$ cat config.mk
export PLATFORM = sky130hd
export DESIGN_NAME = fpmvt_sum
export DESIGN_NICKNAME = d
export VERILOG_FILES = /design/src/hdl/fpmvt_pkg.sv /design/src/hdl/fpmvt_sum.sv
export SDC_FILE = /design/constraint.sdc
export NUM_CORES = 2
export LEC_CHECK = 0
export ABC_AREA = 1
export CAP_MARGIN = 20
export CORE_AREA = 10 10 441 443
export CTS_CLUSTER_DIAMETER = 40
export DETAILED_ROUTE_END_ITERATION = 8
export DIE_AREA = 0 0 451 453
export DONT_BUFFER_PORTS = 1
export MAX_ROUTING_LAYER = met4
export SETUP_SLACK_MARGIN = 0.05
export SYNTH_ARGS = -nofsm -noshare
export SYNTH_HDL_FRONTEND = slang
export SYNTH_SLANG_ARGS = --single-unit
$ cat constraint.sdc
create_clock -name i_clk -period 34.8 [get_ports i_clk]
set_input_delay 8.7 -clock i_clk [delete_from_list [all_inputs] [get_ports i_clk]]
set_output_delay 8.7 -clock i_clk [all_outputs]
set_load 0.02 [all_outputs]
$ cat src/hdl/fpmvt_pkg.sv
package fpmvt_pkg;

    localparam int unsigned Dim   = 4;
    localparam int unsigned WordW = 32;
    localparam int unsigned ProdW = 2 * WordW;
    localparam int unsigned RowW  = $clog2(Dim);

    typedef enum logic {
        MODE_LOAD  = 1'b0,
        MODE_XFORM = 1'b1
    } t_mode;

    typedef logic signed [WordW-1:0] t_word;
    typedef logic signed [ProdW-1:0] t_prod;

    // one row or one vector
    typedef t_word [Dim-1:0] t_vec;

    // products, [row][column]
    typedef t_prod [Dim-1:0][Dim-1:0] t_prod_mat;

    // matrix row write
    typedef struct packed {
        logic            en;
        logic [RowW-1:0] row;
    } t_row_wr;

endpackage

$ cat src/hdl/fpmvt_sum.sv
module fpmvt_sum #(
    parameter int unsigned FRAC_BITS = 16
) (
    input  logic                 i_clk,
    input  logic                 i_rst_n,
    input  logic                 i_valid,
    output logic                 o_ready,
    input  fpmvt_pkg::t_prod_mat i_prod,
    output logic                 o_valid,
    input  logic                 i_ready,
    output fpmvt_pkg::t_vec      o_res
);
    import fpmvt_pkg::*;

    logic                r_v2;
    logic                r_v3;
    logic                rdy3;
    t_prod [Dim-1:0][1:0] r_pair;
    t_prod [Dim-1:0][1:0] n_pair;
    t_prod [Dim-1:0]     n_sum;
    t_vec                n_res;
    t_vec                r_res;

    assign rdy3    = !r_v3 || i_ready;
    assign o_ready = !r_v2 || rdy3;
    assign o_valid = r_v3;
    assign o_res   = r_res;

    // sums wrap mod 2^64; kept bits are FRAC_BITS .. FRAC_BITS+31
    always_comb begin
        for (int r = 0; r < Dim; r++) begin
            n_pair[r][0] = i_prod[r][0] + i_prod[r][1];
            n_pair[r][1] = i_prod[r][2] + i_prod[r][3];
            n_sum[r]     = r_pair[r][0] + r_pair[r][1];
            n_res[r]     = n_sum[r][FRAC_BITS +: WordW];
        end
    end

    always_ff @(posedge i_clk) begin
        if (!i_rst_n) begin
            r_v2 <= 1'b0;
            r_v3 <= 1'b0;
        end else begin
            if (o_ready) begin
                r_v2 <= i_valid;
            end
            if (rdy3) begin
                r_v3 <= r_v2;
            end
        end
    end

    always_ff @(posedge i_clk) begin
        if (o_ready && i_valid) begin
            r_pair <= n_pair;
        end
        if (rdy3 && r_v2) begin
            r_res <= n_res;
        end
    end

endmodule
==> metrics.txt <==
WL per Instance=18.9 um; final WL=262 mm; critical path launch point=i_ready; Crit path depth=2; endpoint type of the worst setup path=output port; ordered list of cells on the worst path=inv_1 -> nand3_1; syn nets=12716; RR Startpoint=o_valid; Iter 0 DRT Violations=4831; largest net degree at the start of global routing=81; Clock Skew=39.1 ps; Main synth FF type=edfxtp_1; Resized cells post-CTS=0; Synth async-reset ratio=0%; status=complete, no violations; unrepaired setup endpoints after global routing=no; CTS tree=done; library cells used by synthesis=28; Rows=158; Slew Limit Fails=0; Synth area leader=nand2_1; CP startpoint kind=primary input; final hold vios=0; Core Area=185000 sq um; Detail Route Antenna Nets=0; Mapped Area=64300 sq um; end of the critical path=o_ready; r2r worst-path depth=5; via-per-instance ratio=4.65; initial core utilization=34.8%; r2r setup slk=31320 ps; most frequent cell after synthesis=nand2_1; clock net sink count=514; Initial DRT Pass Iterations=7; clk_lat worst skew=730 ps; GP Congestion=1.02; warnings from Yosys=0; global-route wire length before repair=379 mm; critical path peak fanout=3; worst reg2reg endpoint=r_pair[338]; area of the multi-input gates=39100 sq um; cell count after synthesis=11120; Synth area leaders=nand2_1 (28%), edfxtp_1 (24%), inv_1 (15%); Root Driver=clkbuf_16; worst hold path type=reg -> reg; Setup CP Type=in -> out; Placed Area=67500 sq um; crit-path max cell delay=260 ps; most common library cells after synthesis=nand2_1 (4838), inv_1 (2599), nor2_1 (931); post-route cell area=70900 sq um; input/output buffers=0; initial antenna violation count=58; post-synth top area share=28.2%; Leak=40.8 nW; clock buffer depth=3; Cell Pwr Density=44.5 nW/um^2; IO Pins=1158; Worst Tran Pin Value=1070 ps; Die Y=453 um; fmax=0.0563 GHz; DP Wirelength=235 mm; count of hold buffers inserted by post-cts repair=0; Finish-stage setup viols=0; delay-heaviest family, CP=simple AND/OR/NAND/NOR gates; postcts setup bufs=0; MaxCap Viol Count=0; gr usage total=25.3%; post-layout minimum cycle time=17770 ps; Die X=451 um; Slew Limit Headroom=29.0%; die footprint=204000 sq um; critical path's slowest cell=nand3_1; Data required, critical path=26100 ps; register area=15400 sq um; Worst Path Arrival=9070 ps; vias in the first global route=60420; total clock buffers created by CTS=92; vias after detailed routing=64274; final worst-path cycle share=51.1%; layout cells sized above 1=3.73%; CP bufs+invs=1; synthesized area per cell=5.79 sq um; setup TNS=0 ps; HP Start=r_v2; synth-to-layout area growth=10.2%; nets=12817; worst vdd ir=0.0000358 V; Post-synth EDFFs=512; Clock transition at path regs=40 ps; number of synthesized register bits=514; DRC=0; Seq/Total Area, Yosys=24.0%; filler instances=21019; Max H-tree Level=3; remaining global-route overflow=0
[stage by stage]
stage / cells / hold slack, ps / util [%] / setup slack, ps / power [mW]
2_1_floorplan: 11120 / 447 / - / 17130 / 1.76
3_3_place_gp: 13607 / 525 / 36.5 / 17040 / 2.20
3_5_place_dp: 13607 / 520 / 36.5 / 17040 / 2.21
4_1_cts: 13777 / 527 / 38.2 / 17030 / 3.16
5_1_grt: 13822 / 561 / 38.3 / 17000 / 3.37
6_report: 13828 / 532 / 38.3 / 17030 / 3.16
[worst min path at each step]
stage	to	slack (ps)	cells past startpoint
6_report	o_valid	530	2
5_1_grt	o_valid	560	2
4_1_cts	o_valid	530	2
3_5_place_dp	o_valid	520	2
3_3_place_gp	o_valid	530	2
2_1_floorplan	o_valid	450	2
[cell type report]
cell class              count  share of cell area, %
flip-flops and latches    514                   21.8
diodes                     51                  0.180
inverters                2624                   13.9
well taps                2480                   4.38
multi-input cells        7982                   55.1
clock buffers             101                   3.39
repair buffers              7                 0.0741
clock inverters            69                   1.18
[cells in the final DEF, fill, tap and decap left out, types with 52 or more instances in the layout]
cell type,n
nand4_1,109
nand2_1,4838
nor2_1,931
o21bai_1,76
nor2_2,128
nand3_1,482
ha_1,560
inv_1,2598
xor2_1,232
clkbuf_16,95
edfxtp_1,512
nor3_1,52
a21oi_1,356
[power breakdown]
group,total (mW),switching (mW),internal [mW]
logic,1.30,0.910,0.389
registers,0.910,0.0917,0.818
clock network,0.948,0.356,0.592
[logic make-up after synthesis]
| kind of cell | after synthesis | synth area share [%] |
|---|---|---|
| AO/OA/AOI/OAI | 473 | 4.10 |
| XOR/XNOR | 252 | 3.43 |
| adder cells (fa/ha/maj) | 568 | 11.1 |
| buffers and inverters | 2624 | 15.3 |
| flip-flops | 514 | 24.0 |
| AND/OR/NAND/NOR | 6689 | 42.1 |
[metal layers]
metal | track usage, % | vias up | wire [um]
met5 | - | - | 0
met4 | 9.39 | 0 | 10200
met3 | 5.71 | 326 | 20000
met2 | 39.2 | 1916 | 115000
met1 | 32.1 | 28273 | 117000
li1 | - | 33759 | -
[sequential cells by signal (all words and copies together) (netlist names)]
register and flops:
o_valid 1, r_pair 384, r_v2 1, o_res 128
Power figures use the tool's default switching activity.
